--- config.mk ---
export PLATFORM = sky130hd
export DESIGN_NAME = byte_stream_tokenizer
export DESIGN_NICKNAME = d
export VERILOG_FILES = /design/src/hdl/bst_pkg.sv /design/src/hdl/bst_scanner.sv /design/src/hdl/byte_stream_tokenizer.sv
export SDC_FILE = /design/constraint.sdc
export NUM_CORES = 1
export LEC_CHECK = 0
export ABC_AREA = 1
export BUFFER_PORTS_ARGS = -buffer_cell sky130_fd_sc_hd__buf_2
export CORE_MARGIN = 4
export CORE_UTILIZATION = 40
export DETAILED_ROUTE_END_ITERATION = 7
export GPL_ROUTABILITY_DRIVEN = 0
export PLACE_DENSITY = 0.55
export SYNTH_ARGS = -nofsm -noshare
export SYNTH_HDL_FRONTEND = slang
export SYNTH_SLANG_ARGS = --single-unit
--- constraint.sdc ---
create_clock -name clk_i -period 3.7 [get_ports clk_i]
set_input_delay 0.185 -clock clk_i [delete_from_list [all_inputs] [get_ports clk_i]]
set_output_delay 0.185 -clock clk_i [all_outputs]
set_load 0.005 [all_outputs]
--- src/hdl/bst_pkg.sv ---
// ----------------------------------------------------------------------------
// bst_pkg
// Shared types and character codes of the byte stream tokenizer.
// ----------------------------------------------------------------------------
package bst_pkg;

  localparam int unsigned MaxRes = 4;

  localparam logic [7:0] CH_NUL   = 8'h00;
  localparam logic [7:0] CH_DOT   = 8'h2e;
  localparam logic [7:0] CH_UNDER = 8'h5f;
  localparam logic [7:0] CH_QUOTE = 8'h22;
  localparam logic [7:0] CH_STAR  = 8'h2a;
  localparam logic [7:0] CH_SLASH = 8'h2f;

  typedef enum logic [2:0] {
    MODE_IDLE,
    MODE_NUM,
    MODE_IDENT,
    MODE_STR,
    MODE_SLASH,
    MODE_CMT,
    MODE_CMT_STAR
  } mode_e;

  typedef enum logic [4:0] {
    TOK_NUMBER,
    TOK_FLOAT,
    TOK_STRING,
    TOK_ADD,
    TOK_SUB,
    TOK_MUL,
    TOK_DIV,
    TOK_MOD,
    TOK_GT,
    TOK_LT,
    TOK_EQ,
    TOK_LCURLY,
    TOK_RCURLY,
    TOK_LPAREN,
    TOK_RPAREN,
    TOK_LSQUARE,
    TOK_RSQUARE,
    TOK_KEYWORD,
    TOK_IDENT,
    TOK_COMMENT,
    TOK_EOF,
    TOK_COLON,
    TOK_SEMI,
    TOK_COMMA,
    TOK_DOT,
    TOK_DQUOTE,
    TOK_UNEXPECTED
  } tok_e;

  // one output result: value character or token end
  typedef struct packed {
    logic       kind;
    logic [7:0] value;
    tok_e       ttype;
  } res_t;

  // all results caused by one input byte
  typedef struct packed {
    logic [2:0]        n;
    res_t [MaxRes-1:0] r;
  } step_t;

endpackage

--- src/hdl/bst_scanner.sv ---
// ----------------------------------------------------------------------------
// bst_scanner
// Scan state and per-byte result generation for the tokenizer.
// ----------------------------------------------------------------------------
module bst_scanner
  import bst_pkg::*;
(
  input  logic       clk_i,
  input  logic       rst_ni,
  input  logic       accept_i,
  input  logic [7:0] byte_i,
  output step_t      step_o
);

  mode_e mode_q, mode_d;
  logic  dot_q, dot_d;

  logic  byte_blank, byte_num, is_ident;
  logic  sc_hit;
  tok_e  sc_type;
  logic  do_between;

  function automatic step_t push(step_t s, logic kind, logic [7:0] v, tok_e t);
    step_t o;
    o = s;
    if (s.n < 3'(MaxRes)) begin
      o.r[s.n[1:0]] = '{kind: kind, value: v, ttype: t};
      o.n = s.n + 3'd1;
    end
    return o;
  endfunction

  assign byte_blank = (byte_i inside {8'h20, 8'h09, 8'h0d, 8'h0a});
  assign byte_num   = (byte_i inside {[8'h30:8'h39]});
  assign is_ident   = byte_num || (byte_i == CH_UNDER) ||
                      (byte_i inside {[8'h41:8'h5a], [8'h61:8'h7a]});

  // single-character tokens, end of input included
  always_comb begin
    sc_hit  = 1'b1;
    sc_type = TOK_EOF;
    case (byte_i)
      CH_NUL: sc_type = TOK_EOF;
      "=":    sc_type = TOK_EQ;
      ">":    sc_type = TOK_GT;
      "<":    sc_type = TOK_LT;
      "*":    sc_type = TOK_MUL;
      "%":    sc_type = TOK_MOD;
      "+":    sc_type = TOK_ADD;
      "-":    sc_type = TOK_SUB;
      "{":    sc_type = TOK_LCURLY;
      "}":    sc_type = TOK_RCURLY;
      "(":    sc_type = TOK_LPAREN;
      ")":    sc_type = TOK_RPAREN;
      "[":    sc_type = TOK_LSQUARE;
      "]":    sc_type = TOK_RSQUARE;
      ";":    sc_type = TOK_SEMI;
      ":":    sc_type = TOK_COLON;
      ",":    sc_type = TOK_COMMA;
      CH_DOT: sc_type = TOK_DOT;
      default: sc_hit = 1'b0;
    endcase
  end

  // byte falls through to the between-tokens handling
  always_comb begin
    case (mode_q)
      MODE_NUM:      do_between = !(byte_num || byte_i == CH_DOT);
      MODE_IDENT:    do_between = !is_ident;
      MODE_STR:      do_between = (byte_i == CH_NUL);
      MODE_SLASH:    do_between = (byte_i != CH_STAR);
      MODE_CMT:      do_between = (byte_i == CH_NUL);
      MODE_CMT_STAR: do_between = (byte_i == CH_NUL);
      default:       do_between = 1'b1;
    endcase
  end

  // next state
  always_comb begin
    mode_d = mode_q;
    dot_d  = dot_q;
    case (mode_q)
      MODE_NUM: begin
        if (byte_i == CH_DOT) begin
          dot_d = 1'b1;
        end else if (!byte_num) begin
          dot_d = 1'b0;
        end
      end
      MODE_STR: begin
        if (byte_i == CH_QUOTE) begin
          mode_d = MODE_IDLE;
        end
      end
      MODE_SLASH: begin
        if (byte_i == CH_STAR) begin
          mode_d = MODE_CMT;
        end
      end
      MODE_CMT: begin
        if (byte_i == CH_STAR) begin
          mode_d = MODE_CMT_STAR;
        end
      end
      MODE_CMT_STAR: begin
        if (byte_i == CH_SLASH) begin
          mode_d = MODE_IDLE;
        end else if (byte_i != CH_STAR) begin
          mode_d = MODE_CMT;
        end
      end
      default: ;
    endcase
    if (do_between) begin
      if (byte_blank || sc_hit) begin
        mode_d = MODE_IDLE;
      end else if (byte_i == CH_SLASH) begin
        mode_d = MODE_SLASH;
      end else if (byte_i == CH_QUOTE) begin
        mode_d = MODE_STR;
      end else if (byte_num) begin
        mode_d = MODE_NUM;
        dot_d  = 1'b0;
      end else if (is_ident) begin
        mode_d = MODE_IDENT;
      end else begin
        mode_d = MODE_IDLE;
      end
    end
  end

  // results of this byte
  always_comb begin
    step_t s;
    s = '0;
    case (mode_q)
      MODE_NUM: begin
        if (!do_between) begin
          s = push(s, 1'b0, byte_i, TOK_NUMBER);
        end else begin
          s = push(s, 1'b1, 8'h00, dot_q ? TOK_FLOAT : TOK_NUMBER);
        end
      end
      MODE_IDENT: begin
        if (!do_between) begin
          s = push(s, 1'b0, byte_i, TOK_NUMBER);
        end else begin
          s = push(s, 1'b1, 8'h00, TOK_IDENT);
        end
      end
      MODE_STR: begin
        if (byte_i == CH_QUOTE || byte_i == CH_NUL) begin
          s = push(s, 1'b1, 8'h00, TOK_STRING);
        end else begin
          s = push(s, 1'b0, byte_i, TOK_NUMBER);
        end
      end
      MODE_SLASH: begin
        if (do_between) begin
          s = push(s, 1'b0, CH_SLASH, TOK_NUMBER);
          s = push(s, 1'b1, 8'h00, TOK_DIV);
        end
      end
      MODE_CMT: begin
        if (byte_i == CH_NUL) begin
          s = push(s, 1'b1, 8'h00, TOK_COMMENT);
        end else if (byte_i != CH_STAR) begin
          s = push(s, 1'b0, byte_i, TOK_NUMBER);
        end
      end
      MODE_CMT_STAR: begin
        if (byte_i == CH_SLASH) begin
          s = push(s, 1'b1, 8'h00, TOK_COMMENT);
        end else if (byte_i == CH_STAR) begin
          s = push(s, 1'b0, CH_STAR, TOK_NUMBER);
        end else if (byte_i == CH_NUL) begin
          s = push(s, 1'b0, CH_STAR, TOK_NUMBER);
          s = push(s, 1'b1, 8'h00, TOK_COMMENT);
        end else begin
          // star that did not close the comment is content
          s = push(s, 1'b0, CH_STAR, TOK_NUMBER);
          s = push(s, 1'b0, byte_i, TOK_NUMBER);
        end
      end
      default: ;
    endcase
    if (do_between && !byte_blank) begin
      if (sc_hit) begin
        s = push(s, 1'b0, byte_i, TOK_NUMBER);
        s = push(s, 1'b1, 8'h00, sc_type);
      end else if (byte_i == CH_SLASH || byte_i == CH_QUOTE) begin
        s = s;
      end else if (is_ident) begin
        s = push(s, 1'b0, byte_i, TOK_NUMBER);
      end else begin
        s = push(s, 1'b1, 8'h00, TOK_UNEXPECTED);
      end
    end
    step_o = s;
  end

  always_ff @(posedge clk_i or negedge rst_ni) begin
    if (!rst_ni) begin
      mode_q <= MODE_IDLE;
      dot_q  <= 1'b0;
    end else if (accept_i) begin
      mode_q <= mode_d;
      dot_q  <= dot_d;
    end
  end

endmodule

--- src/hdl/byte_stream_tokenizer.sv ---
// ----------------------------------------------------------------------------
// byte_stream_tokenizer
// Cuts a source byte stream into tokens, streamed as value characters and
// a token end carrying the token type.
// ----------------------------------------------------------------------------
//   channel | direction | handshake               | payload
//   in      | input     | in_valid_i / in_ready_o | in_byte_i
//   out     | output    | out_valid_o/out_ready_i | out_kind_o, value_byte_o,
//           |           |                         | token_type_o, last_o
//
// a byte is scanned in the cycle it is taken; its 0 to 4 results are held
// in a four-entry result buffer and leave one per cycle through the single
// output port while out_ready_i is high
// the next byte is taken in the cycle the last buffered result leaves
// reset returns the scanner to idle between tokens and empties the buffer
// a stalled output holds the current result and blocks further input
// ----------------------------------------------------------------------------
module byte_stream_tokenizer
  import bst_pkg::*;
(
  input  logic       clk_i,
  input  logic       rst_ni,
  input  logic       in_valid_i,
  output logic       in_ready_o,
  input  logic [7:0] in_byte_i,
  output logic       out_valid_o,
  input  logic       out_ready_i,
  output logic       out_kind_o,
  output logic [7:0] value_byte_o,
  output logic [4:0] token_type_o,
  output logic       last_o
);

  step_t      step;
  res_t       buf_q [MaxRes];
  logic [2:0] rem_q, rem_d;
  logic [1:0] rd_q, rd_d;
  logic       in_acc, out_acc;
  res_t       cur;

  bst_scanner u_scanner (
    .clk_i    (clk_i),
    .rst_ni   (rst_ni),
    .accept_i (in_acc),
    .byte_i   (in_byte_i),
    .step_o   (step)
  );

  assign out_valid_o = (rem_q != 3'd0);
  assign out_acc     = out_valid_o && out_ready_i;
  assign in_ready_o  = (rem_q == 3'd0) || (rem_q == 3'd1 && out_ready_i);
  assign in_acc      = in_valid_i && in_ready_o;

  assign cur          = buf_q[rd_q];
  assign out_kind_o   = cur.kind;
  assign value_byte_o = cur.value;
  assign token_type_o = cur.ttype;
  assign last_o       = (rem_q == 3'd1);

  always_comb begin
    rem_d = rem_q;
    rd_d  = rd_q;
    if (in_acc) begin
      rem_d = step.n;
      rd_d  = 2'd0;
    end else if (out_acc) begin
      rem_d = rem_q - 3'd1;
      rd_d  = rd_q + 2'd1;
    end
  end

  always_ff @(posedge clk_i or negedge rst_ni) begin
    if (!rst_ni) begin
      rem_q <= 3'd0;
      rd_q  <= 2'd0;
    end else begin
      rem_q <= rem_d;
      rd_q  <= rd_d;
    end
  end

  always_ff @(posedge clk_i) begin
    if (in_acc) begin
      for (int i = 0; i < MaxRes; i++) begin
        buf_q[i] <= step.r[i];
      end
    end
  end

  a_rem_bound : assert property (@(posedge clk_i) disable iff (!rst_ni)
    rem_q <= 3'(MaxRes))
    else $error("result count beyond buffer depth");

  a_busy_blocks : assert property (@(posedge clk_i) disable iff (!rst_ni)
    rem_q > 3'd1 |-> !in_ready_o)
    else $error("input taken while results still pending");

  a_res_follow : assert property (@(posedge clk_i) disable iff (!rst_ni)
    in_acc && step.n != 3'd0 |=> out_valid_o && rd_q == 2'd0)
    else $error("results of accepted byte not presented");

  a_end_coding : assert property (@(posedge clk_i) disable iff (!rst_ni)
    out_valid_o && out_kind_o |-> value_byte_o == 8'h00)
    else $error("token end carries a value character");

endmodule

======== After elaboration in Yosys (flattened, before gate mapping) ========
Memories as Yosys holds them, arrays and structs flattened.
Index checks and enable logic that the tools add are counted.
storage, ports and cells
  register bits after elaboration ......... 9
  memory bits (writable) .................. 56
  input port bits ......................... 12
  output and inout bits ................... 17
  logic and storage cells ................. 195
  memories kept ........................... 1
operators by class
  $add $sub $neg .......................... 7
  $lt $le $gt $ge ......................... 21
  equal/unequal tests ..................... 36
  multiplexer cells ....................... 85
  bitwise operators ....................... 9
  reduce and logical (&&, ||, !) cells .... 32
memories
  memory  depth  bits a word  rd ports  clocked after Yosys merged registers in  write ports  line                         source
  buf_q   4      14           1         0                                        4            byte_stream_tokenizer.sv:35  res_t buf_q [MaxRes];
operator list
  operator                                                            count
  2-to-1 mux 59 bit                                                   17
  case mux 59 bit (6 select lines)                                    1
  2-to-1 mux 14 bit                                                   18
  bitwise mux 56 bit                                                  3
  demux 14 bit (select 2 bit)                                         5
  == test 8 x 6 -> 1 bit (second input constant)                      16
  case mux 5 bit (17 select lines)                                    1
  NOT 40 bit                                                          2
  2-to-1 mux 3 bit                                                    22
  2-to-1 mux 57 bit                                                   1
  bitwise AND 11 x 44 -> 44 bit                                       1
  NOT 44 bit                                                          1
  bitwise AND 10 x 40 -> 40 bit                                       1
  bitwise AND 40 bit                                                  1
  == test 8 x 7 -> 1 bit (second input constant)                      5
  == test 8 x 4 -> 1 bit (second input constant)                      3
  OR reduction 18 bit                                                 1
  greater-or-equal comparator 8 x 7 -> 1 bit (second input constant)  2
  <= comparator 8 x 7 -> 1 bit (second input constant)                2
  bitwise OR 16 bit                                                   1
  bitwise OR 4 x 16 -> 16 bit                                         1
  adder 3 x 1 -> 3 bit (second input constant)                        5
  < comparator 2 x 3 -> 1 bit (second input constant)                 5
  < comparator 3 bit (second input constant)                          5
  other kinds (27)                                                    70

======== Logic depth before layout (Yosys ltp) ========
Gate-level depths: netlist (run 1).
  word-level depth ........................ 34
  gate-level depth with buffers ........... 20
  depth with buffers taken out ............ 18

======== Modules after synthesis ========
Synthesis (run 1) repeated with hierarchy kept, for this count alone.
unflattened totals
  cells, all modules ...................... 600
  area, all modules ....................... 4576.9 µm²
by module, submodules not included
  module                 times used  cells each  area each (µm²)  sequential area each (µm²)
  byte_stream_tokenizer  1           182         2452.4           1806.7
  bst_scanner            1           418         2124.5           100.1

======== Worst setup path before layout (run 1) ========
OpenSTA, ideal clock, no wires.
  path kind ............................... register -> register
  from .................................... reg rem_q[0]
  to ...................................... reg u_scanner.mode_q[2]
  library setup time ...................... 0.123 ns
  arrival time ............................ 2.739 ns
  data required time ...................... 3.577 ns
  slack ................................... 0.838 ns
  stages on the path, launching flop included .. 11
  path buffers ............................ 0
  clock period less this slack ............ 2.862 ns
  cells stage by stage .................... dfrtp_1 inv_1 ha_1 nand2_1 nand2_1 nand2_1 clkinv_1 nand2_1 inv_2 nand2_1 o21ai_1
on the way
  cells in the longest elaborated chain, start to end .. 5
  elaborated cells between the ends (all ways) .. 6
  classes of those cells .................. eq/ne: 1; reduce/logical: 5
RTL lines
  item                                    line                         source
  start: declaration                      byte_stream_tokenizer.sv:36  logic [2:0] rem_q, rem_d;
  start signal: assignment                byte_stream_tokenizer.sv:77  rem_q <= rem_d;
  == test 3 x 1 -> 1 bit                  byte_stream_tokenizer.sv:51  assign in_ready_o = (rem_q == 3'd0) || (rem_q == 3'd1 && out_ready_i);
  logical AND 1 bit                       byte_stream_tokenizer.sv:51
  logical OR 1 bit *                      byte_stream_tokenizer.sv:51
  net in_ready_o                          byte_stream_tokenizer.sv:24  output logic in_ready_o,
  logical AND 1 bit *                     byte_stream_tokenizer.sv:52  assign in_acc = in_valid_i && in_ready_o;
  net in_acc                              byte_stream_tokenizer.sv:38  logic in_acc, out_acc;
  AND reduction 6 bit (no source line) *  -
  end signal: assignment                  bst_scanner.sv:207           mode_q <= mode_d;
  end: declaration                        bst_scanner.sv:15            mode_e mode_q, mode_d;
Mark *: on every way through the listed nets, which the timed path passes. The rest lies on a longest branch.
A chain may end at the register's enable or synchronous reset.

==> results.py, run 1 <==
metrics = {
    "timing": {
        "relSlewSlack_pct": 42.4,
        "grt_setup_unrepaired": "no",
        "holdWs_ns": 0.258,
        "setup_viol": 0,
        "max_freq_mhz": 301,
        "drv_slew": 0,
        "fin_setup_tns_ns": 0,
        "finalHoldViolations": 0,
        "period_share_pct": 89.7,
        "setup_slack_ns": 0.381,
        "worst_pin_slew_ns": 0.857,
        "fin_skew_ns": 0.00612,
        "finalCriticalPeriod_ns": 3.32,
    },
    "global_route": {
        "met3_usage_pct": 2.85,
        "grtUsageMet1_pct": 28.2,
        "grt_pass1_vias": 3946,
        "gr-total-overflow": 0,
        "grt_max_degree": 33,
        "grtUsageTotal_pct": 20.1,
        "busiest_layer": "met2",
        "antenna_found_initial": 0,
        "grt_pass1_wl_um": 20600,
        "grtUsageMet2_pct": 32.6,
    },
    "flow_run": {
        "maxCapViolCount": 0,
    },
    "layout": {
        "utilization_pct": 46.2,
        "nNetsFinal": 662,
        "area_growth_pct": 11.6,
        "fin_area_mm2": 0.00507,
        "stdcell_count": 785,
        "diodes": 0,
        "drive_above_1_share_pct": 14.9,
        "fillers": 1089,
    },
    "detailed_routing": {
        "vias": 4262,
        "dr.pass1.iters": 5,
        "viasPerCell": 5.43,
        "wl_per_cell_um": 16.3,
        "drt-initial-drc-count": 369,
        "drcViolationCount": 0,
        "finalWirelength_um": 12800,
        "drt.antenna.violating_nets": 0,
    },
    "clock_tree": {
        "clk_root_buffer_cell": "clkbuf_16",
        "cts.sinks": 65,
        "clk_latency_ns": 0.32,
        "cts_tree": "built",
        "postCtsSetupRepairBufs": 0,
        "clk_pin_slew_ns": 0.05,
        "cts_htree_levels": 3,
        "cts_buffers": 9,
        "cts_max_path_buffers": 2,
    },
    "critical_path": {
        "required_ns": 3.74,
        "arrival_ns": 3.35,
        "criticalPathCategory": "reg2reg",
        "start_kind": "flip-flop",
        "worstPathMaxFanout": 9,
        "crit_path_end_kind": "flip-flop",
    },
    "power": {
        "ir_drop_uv": 278,
        "switching_share_pct": 45.2,
        "p_seq_share_pct": 29.4,
        "clkPwrFrac_pct": 19.1,
        "combPwrFrac_pct": 51.5,
        "p_switching_mw": 1.70,
        "powerDensity_mw_per_mm2": 740,
        "leakage_nw": 2.26,
        "intPower_mw": 2.06,
        "finalPower_mw": 3.75,
    },
    "synthesis": {
        "synth-seq-cells": 65,
        "synthCells": 613,
        "yosys_warnings": 0,
        "synthDistinctLibCells": 39,
        "ys_seq_area_share_pct": 41.9,
        "synth.area.top_cells": "edfxtp_1, nand2_1, nor2_1, o21ai_0, dfrtp_1",
        "synth_top_area_share_pct": 37.0,
        "synth_largest_area_cell": "edfxtp_1",
        "syn-cell-area_mm2": 0.00455,
        "syn_area_per_cell_um2": 7.42,
    },
    "floorplanning": {
        "ios": 29,
        "core_mm2": 0.0110,
        "start_util_pct": 41.4,
        "die_w_um": 115,
        "die_h_um": 115,
        "rows": 38,
        "die-area_mm2": 0.0131,
    },
    "place": {
        "place_ws_ns": 0.115,
        "placed_area_mm2": 0.00481,
        "portBuffers": 28,
        "hpwl_um": 10000,
        "dp.cells": 769,
    },
    "run_status": {
        "status": "finished clean",
    },
    "min_path": {
        "hold_class": "in2async",
    },
}
==> power groups by stage <==
stage	clock [mW]	combinational, mW	sequential (mW)
2_1_floorplan	0	1.39	1.09
3_3_place_gp	0	1.89	1.12
3_5_place_dp	0	1.90	1.12
4_1_cts	0.736	1.91	1.11
5_1_grt	0.772	2.16	1.12
6_report	0.716	1.93	1.11
==> worst max-delay path, cell delays in order, from the launching register on <==
cell,delay [ns]
dfrtp_1,0.39
inv_1,0.15
nor2_1,0.10
nand2_1,0.21
inv_1,0.14
nand2_1,0.12
nand3_1,0.09
nor2_1,0.35
inv_1,0.17
ha_1,0.36
nor2_2,0.29
inv_1,0.14
nand2_2,0.13
nand2_1,0.08
nand2_1,0.15
o22ai_1,0.17
==> cells by family after synthesis <==
| family | share of synthesized area [%] |
|---|---|
| buf+inv | 7.65 |
| other cells | 0.0825 |
| fa+ha+maj | 2.48 |
| simple gates | 32.5 |
| xor+xnor | 0.193 |
| flops | 41.9 |
| compound gates | 15.2 |
==> what timing repair did <==
action	CTS	global route
endpoints found under the setup margin	0	3
endpoints found under the hold margin	9	0
gates resized for setup	0	2
hold buffers	1	0
==> layer usage <==
| metal | routed length (µm) | part of all wire [%] |
|---|---|---|
| met1 | 6050 | 47 |
| met2 | 6000 | 47 |
| met3 | 636 | 5.0 |
| met4 | 139 | 1.1 |
| met5 | 0 | 0 |
==> final timing paths <==
kind                                            startpoint                    end  slack, ns  cells past startpoint
setup / recovery           u_scanner.mode_q[2]$_DFFE_PN0P_  buf_q[1][5]$_DFFE_PP_       0.38                     15
hold / removal                                      rst_ni   rem_q[0]$_DFFE_PN0P_       0.26                      2
setup reg to reg           u_scanner.mode_q[2]$_DFFE_PN0P_  buf_q[1][5]$_DFFE_PP_       0.38                     15
hold reg to reg                       rem_q[1]$_DFFE_PN0P_   rem_q[1]$_DFFE_PN0P_       0.48                      2
max in group asynchronous                           rst_ni    rd_q[1]$_DFFE_PN0P_       3.25                      2
min in group clk_i                            in_byte_i[4]  buf_q[1][9]$_DFFE_PP_       0.27                      3
==> final cells by class <==
class | count | area (µm²) | share of cell area (%)
clock inverter | 4 | 21.3 | 0.419
multi-input combinational | 464 | 2300 | 45.3
tap | 140 | 175 | 3.45
clock buffer | 11 | 233 | 4.59
timing repair buffer | 34 | 188 | 3.70
sequential | 65 | 1910 | 37.6
inverter | 67 | 251 | 4.96
==> synthesized netlist by cell type <==
library cell / number
o211ai_1: 1
nor2_2: 13
inv_2: 11
a21boi_2: 1
o21a_1: 1
a31oi_1: 1
nand2_1: 141
nand3_2: 4
a22oi_2: 1
o21ai_1: 10
nand3_4: 1
nand4_1: 9
buf_6: 1
a21oi_2: 2
xnor2_1: 1
edfxtp_1: 56
nor2_1: 87
nor3_1: 21
o22ai_1: 19
o31ai_1: 4
o21ai_0: 58
clkbuf_1: 10
a211oi_1: 1
buf_2: 2
or2_1: 1
inv_1: 54
nand2_2: 9
nor2_4: 4
buf_4: 5
dfrtp_1: 9
nand2_4: 1
conb_1: 1
ha_1: 9
nor4_1: 2
nand3_1: 30
a21oi_1: 26
nand3b_1: 2
clkinv_1: 2
nand4_2: 2
==> registers in the layout (all words and copies together), names as in the netlist <==
register and flops:
u_scanner.mode_q 3, buf_q 56, rd_q 2, u_scanner.dot_q 1
rem_q 3
==> cells in the final DEF (no fill, tap or decap), types with 2 or more instances in the layout <==
| cell | synthesis | final |
|---|---|---|
| nor3_1 | 21 | 21 |
| conb_1 | 1 | 2 |
| o21ai_0 | 58 | 57 |
| nor2_2 | 13 | 14 |
| a21oi_1 | 26 | 26 |
| o31ai_1 | 4 | 4 |
| edfxtp_1 | 56 | 56 |
| nor2_1 | 87 | 86 |
| nor2_4 | 4 | 4 |
| buf_2 | 2 | 28 |
| inv_2 | 11 | 12 |
| clkinv_2 | 0 | 2 |
| inv_1 | 54 | 54 |
| nand4_2 | 2 | 2 |
| clkinv_1 | 2 | 2 |
| clkbuf_16 | 0 | 9 |
| nand2_1 | 141 | 141 |
| buf_4 | 5 | 5 |
| ha_1 | 9 | 9 |
| nand4_1 | 9 | 9 |
| nand3_1 | 30 | 30 |
| o22ai_1 | 19 | 19 |
| nor4_1 | 2 | 2 |
| nand3_2 | 4 | 4 |
| nand2_2 | 9 | 9 |
| o21ai_1 | 10 | 11 |
| nand3b_1 | 2 | 2 |
| a21oi_2 | 2 | 2 |
| clkbuf_1 | 10 | 2 |
| dfrtp_1 | 9 | 9 |
Power figures use the tool's default switching activity.
==> run 2: changes to the inputs <==
- CORE_MARGIN: 4 -> 2
- PLACE_DENSITY: 0.55 -> 0.64
==> run 2 against run 1 <==
Net effect: critical path depth is the same; sequential share of layout area shrank 0.33 points; critical path type unchanged; via count grew 2.0%; global-route usage is 0.89 points higher; clock-buffer cell count shrank 2.
==> results.py, run 2 (synthesis results as in run 1) <==
metrics = {
    "run_status": {
        "status": "finished clean",
    },
    "critical_path": {
        "r2r_end": "buf_q[1][5]$_DFFE_PP_",
        "criticalPathCategory": "reg2reg",
        "crit_path_end_kind": "flip-flop",
        "required_ns": 3.75,
        "start_kind": "flip-flop",
        "r2r.worst_path.cells": 15,
        "arrival_ns": 3.42,
        "worstPathMaxFanout": 9,
        "endpoint": "buf_q[1][5]$_DFFE_PP_",
        "rrSetupSlack_ns": 0.32,
        "cp-startpoint": "u_scanner.mode_q[2]$_DFFE_PN0P_",
        "r2r-start": "u_scanner.mode_q[2]$_DFFE_PN0P_",
    },
    "timing": {
        "fin_setup_tns_ns": 0,
        "drv_slew": 0,
        "setup_slack_ns": 0.325,
        "period_share_pct": 91.2,
        "grt_setup_unrepaired": "no",
        "finalHoldViolations": 0,
        "fin_skew_ns": 0.00495,
        "setup_viol": 0,
        "max_freq_mhz": 296,
        "relSlewSlack_pct": 33.6,
        "worst_pin_slew_ns": 0.987,
        "finalCriticalPeriod_ns": 3.38,
        "holdWs_ns": 0.238,
    },
    "detailed_routing": {
        "vias": 4348,
        "viasPerCell": 5.55,
        "drt-initial-drc-count": 445,
        "finalWirelength_um": 12400,
        "drcViolationCount": 0,
        "wl_per_cell_um": 15.9,
        "dr.pass1.iters": 6,
        "drt.antenna.violating_nets": 0,
    },
    "layout": {
        "fillers": 1092,
        "final_common_cell": "nand2_1",
        "area_growth_pct": 12.6,
        "fin_area_mm2": 0.00512,
        "largest-register": "buf_q",
        "regArea_mm2": 0.00191,
        "nNetsFinal": 661,
        "reg_top3": "buf_q x56, rem_q x3, u_scanner.mode_q x3",
        "drive_above_1_share_pct": 14.9,
        "largest_reg_flops": 56,
        "layout_common_cells": "nand2_1, nor2_1, o21ai_0, edfxtp_1, inv_1",
        "multi_input_area_mm2": 0.00230,
        "stdcell_count": 784,
        "diodes": 0,
        "utilization_pct": 46.6,
    },
    "floorplanning": {
        "rows": 38,
        "die_w_um": 111,
        "core_mm2": 0.0110,
        "ios": 29,
        "start_util_pct": 41.4,
        "die_h_um": 111,
        "die-area_mm2": 0.0122,
    },
    "clock_tree": {
        "cts_max_path_buffers": 2,
        "cts_tree": "built",
        "cts.sinks": 65,
        "clk_root_buffer_cell": "clkbuf_16",
        "cts_htree_levels": 3,
        "clk_pin_slew_ns": 0.05,
        "clk_latency_ns": 0.33,
        "cts_buffers": 9,
    },
    "power": {
        "ir_drop_uv": 279,
        "leakage_nw": 2.28,
        "switching_share_pct": 43.7,
        "p_seq_share_pct": 28.3,
        "powerDensity_mw_per_mm2": 761,
        "finalPower_mw": 3.90,
        "combPwrFrac_pct": 49.3,
        "intPower_mw": 2.19,
        "clkPwrFrac_pct": 22.4,
        "p_switching_mw": 1.70,
    },
    "global_route": {
        "grt_max_degree": 40,
        "antenna_found_initial": 0,
        "grtUsageMet1_pct": 29.5,
        "met3_usage_pct": 4.17,
        "gr-total-overflow": 0,
        "grtUsageMet2_pct": 32.6,
        "busiest_layer": "met2",
        "grt_pass1_vias": 4060,
        "grtUsageTotal_pct": 21.0,
        "grt_pass1_wl_um": 20700,
    },
    "place": {
        "dp.cells": 768,
        "placed_area_mm2": 0.00480,
        "hpwl_um": 9500,
        "portBuffers": 28,
        "place_ws_ns": 0.143,
    },
    "flow_run": {
        "maxCapViolCount": 0,
    },
    "min_path": {
        "whs_path_depth": 3,
        "hold_class": "in2reg",
    },
}
[run 2: cell count changes in the layout (fill, tap and decap cells not counted)]
cell,delta
clkinv_2,-1
clkinvlp_4,+1
clkbuf_1,-2
buf_4,-1
nor2_1,+1
nor2_2,-1
bufinv_16,+2
[run 2: area by class of cell]
| cell class | count | area share, % |
|---|---|---|
| clock buffers | 9 | 4.40 |
| inverters | 67 | 4.91 |
| clock inverters | 6 | 1.64 |
| flip-flops and latches | 65 | 37.3 |
| well taps | 140 | 3.42 |
| repair buffers | 33 | 3.52 |
| multi-input cells | 464 | 44.9 |
[run 2: repair_timing]
item,CTS,global route
setup buffers,0,0
gates resized for setup,0,1
endpoints found under the setup margin,0,1
hold endpoints to repair,9,0
hold buffers,1,0
[run 2: worst max-delay path: stages, from the launching register on]
cell and delay (ns):
dfrtp_1 0.38, inv_1 0.15, nor2_1 0.09, nand2_1 0.21, inv_1 0.14, nand2_1 0.11, nand3_1 0.08, nor2_1 0.33
inv_1 0.17, ha_1 0.35, nor2_1 0.38, inv_1 0.16, nand2_2 0.15, nand2_1 0.08, nand2_1 0.14, o22ai_1 0.16
[run 2: worst min path at each step]
stage                             from                    end  slack (ns)
after detailed placement        rst_ni    rd_q[1]$_DFFE_PN0P_        0.06
after global routing        in_valid_i    rd_q[1]$_DFFE_PN0P_        0.27
final                     in_byte_i[4]  buf_q[1][9]$_DFFE_PP_        0.24
after global placement          rst_ni    rd_q[1]$_DFFE_PN0P_        0.06
after CTS                 in_byte_i[4]  buf_q[1][9]$_DFFE_PP_        0.23
after floorplan                 rst_ni    rd_q[0]$_DFFE_PN0P_       -0.11
[run 2: layer usage]
layer | part of all wire [%] | vias up
li1 | - | 2126
met3 | 6.8 | 17
met2 | 46 | 175
met4 | 1.7 | 0
met1 | 46 | 2030
met5 | 0 | -
[run 2: power groups by stage]
stage          Sequential (mW)  Combinational (mW)  Clock [mW]
5_1_grt                   1.12                2.15       0.918
6_report                  1.10                1.92       0.873
4_1_cts                   1.11                1.90       0.890
2_1_floorplan             1.09                1.39           0
3_5_place_dp              1.12                1.89           0
3_3_place_gp              1.12                1.86           0
==> run 3: changes to the inputs <==
- PLACE_DENSITY: 0.64 -> 0.6
==> run 3 against run 2 <==
Net effect: clock power down 7.0%; routed wire length increased by 0.45%; combinational power hardly changed; sequential power barely moved; first-iteration DRC count down 18%; critical endpoint is now buf_q[1][7]$_DFFE_PP_; largest power group unchanged.
==> results.py, run 3 (synthesis results as in run 1) <==
metrics = {
    "run_status": {
        "status": "finished clean",
    },
    "timing": {
        "fin_setup_tns_ns": 0,
        "period_share_pct": 89.3,
        "finalCriticalPeriod_ns": 3.30,
        "max_freq_mhz": 303,
        "worst_pin_slew_ns": 1.01,
        "finalHoldViolations": 0,
        "fin_skew_ns": 0.00560,
        "setup_viol": 0,
        "grt_setup_unrepaired": "no",
        "relSlewSlack_pct": 31.9,
        "drv_slew": 0,
    },
    "floorplanning": {
        "core_mm2": 0.0110,
        "die_h_um": 111,
        "die-area_mm2": 0.0122,
        "die_w_um": 111,
        "start_util_pct": 41.4,
        "rows": 38,
        "ios": 29,
    },
    "detailed_routing": {
        "wl_per_cell_um": 15.9,
        "drt-initial-drc-count": 366,
        "dr.pass1.iters": 5,
        "drcViolationCount": 0,
        "finalWirelength_um": 12500,
        "drt.antenna.violating_nets": 0,
        "vias": 4290,
        "viasPerCell": 5.46,
    },
    "layout": {
        "area_growth_pct": 12.1,
        "largest-register": "buf_q",
        "multi_input_area_mm2": 0.00230,
        "fillers": 1079,
        "reg_top3": "buf_q x56, rem_q x3, u_scanner.mode_q x3",
        "final_common_cell": "nand2_1",
        "utilization_pct": 46.4,
        "fin_area_mm2": 0.00510,
        "layout_common_cells": "nand2_1, nor2_1, o21ai_0, edfxtp_1, inv_1",
        "drive_above_1_share_pct": 14.9,
        "diodes": 0,
        "largest_reg_flops": 56,
        "regArea_mm2": 0.00191,
        "nNetsFinal": 661,
    },
    "critical_path": {
        "criticalPathCategory": "reg2reg",
        "required_ns": 3.76,
        "arrival_ns": 3.36,
        "crit_path_end_kind": "flip-flop",
        "start_kind": "flip-flop",
        "worstPathMaxFanout": 9,
    },
    "clock_tree": {
        "clk_pin_slew_ns": 0.05,
        "clk_root_buffer_cell": "clkbuf_16",
        "postCtsSetupRepairBufs": 0,
        "clk_latency_ns": 0.33,
        "cts_tree": "built",
        "cts.sinks": 65,
        "cts_htree_levels": 3,
        "cts_max_path_buffers": 2,
        "cts_buffers": 9,
    },
    "power": {
        "clkPwrFrac_pct": 21.2,
        "intPower_mw": 2.13,
        "powerDensity_mw_per_mm2": 751,
        "p_switching_mw": 1.70,
        "ir_drop_uv": 276,
        "leakage_nw": 2.27,
        "p_seq_share_pct": 28.9,
        "combPwrFrac_pct": 49.9,
        "switching_share_pct": 44.4,
    },
    "global_route": {
        "grt_pass1_vias": 4041,
        "grt_pass1_wl_um": 20400,
        "gr-total-overflow": 0,
        "grtUsageTotal_pct": 20.8,
        "antenna_found_initial": 0,
        "grt_max_degree": 48,
    },
    "flow_run": {
        "maxCapViolCount": 0,
    },
    "place": {
        "portBuffers": 28,
        "placed_area_mm2": 0.00480,
        "hpwl_um": 9560,
    },
    "min_path": {
        "hold_class": "in2async",
    },
}
[run 3: final cells by class]
class,count,share of cell area (%)
Multi-Input combinational cell,464,45.0
Sequential cell,65,37.4
Clock inverter,6,1.15
Clock buffer,10,4.49
Inverter,67,4.93
Timing Repair Buffer,33,3.53
Tap cell,140,3.44
[run 3: power groups by stage]
| stage | clock network [mW] | logic [mW] | registers (mW) |
|---|---|---|---|
| 5_1_grt | 0.859 | 2.14 | 1.12 |
| 3_3_place_gp | 0 | 1.87 | 1.12 |
| 4_1_cts | 0.823 | 1.90 | 1.11 |
| 3_5_place_dp | 0 | 1.89 | 1.12 |
| 6_report | 0.812 | 1.91 | 1.11 |
| 2_1_floorplan | 0 | 1.39 | 1.09 |
[run 3: repair_timing]
action                                 in CTS  in global routing
hold buffers                                1                  0
setup endpoints to repair                   0                  1
endpoints found under the hold margin       9                  0
resized for setup                           0                  1
[run 3: layer usage]
| metal | global-route usage, % | part of all wire, % |
|---|---|---|
| met1 | 27.9 | 44 |
| met2 | 33.2 | 47 |
| met3 | 4.17 | 7.0 |
| met4 | 7.92 | 1.8 |
| met5 | 0 | 0 |
[run 3: path summary, 6_finish.rpt]
check,startpoint,endpoint,slack [ns],cells past startpoint
hold / removal,rst_ni,rem_q[0]$_DFFE_PN0P_,0.24,2
setup / recovery,u_scanner.mode_q[2]$_DFFE_PN0P_,buf_q[1][7]$_DFFE_PP_,0.40,15
max in group asynchronous,rst_ni,rd_q[0]$_DFFE_PN0P_,3.27,2
hold reg to reg,rem_q[1]$_DFFE_PN0P_,rem_q[1]$_DFFE_PN0P_,0.48,2
setup reg to reg,u_scanner.mode_q[2]$_DFFE_PN0P_,buf_q[1][7]$_DFFE_PP_,0.40,15
min in group clk_i,in_byte_i[4],buf_q[1][9]$_DFFE_PP_,0.25,3
[run 3: stage by stage]
| step | setup slack [ns] | hold WS (ns) | instances | total power, mW |
|---|---|---|---|---|
| after floorplan | 0.838 | -0.111 | 614 | 2.48 |
| after global placement | 0.261 | 0.0572 | 768 | 2.99 |
| after detailed placement | 0.159 | 0.0597 | 768 | 3.01 |
| after CTS | 0.339 | 0.233 | 785 | 3.83 |
| after global routing | 0.0569 | 0.275 | 785 | 4.12 |
| final | 0.396 | 0.241 | 785 | 3.83 |
[run 3: critical path: stages (launching register included)]
cell	delay, ns
dfrtp_1	0.38
inv_1	0.15
nor2_1	0.09
nand2_1	0.21
inv_1	0.15
nand2_1	0.12
nand3_1	0.08
nor2_1	0.32
inv_1	0.16
ha_1	0.33
nor2_1	0.39
inv_1	0.15
nand2_2	0.15
nand2_1	0.09
nand2_1	0.13
o22ai_1	0.14
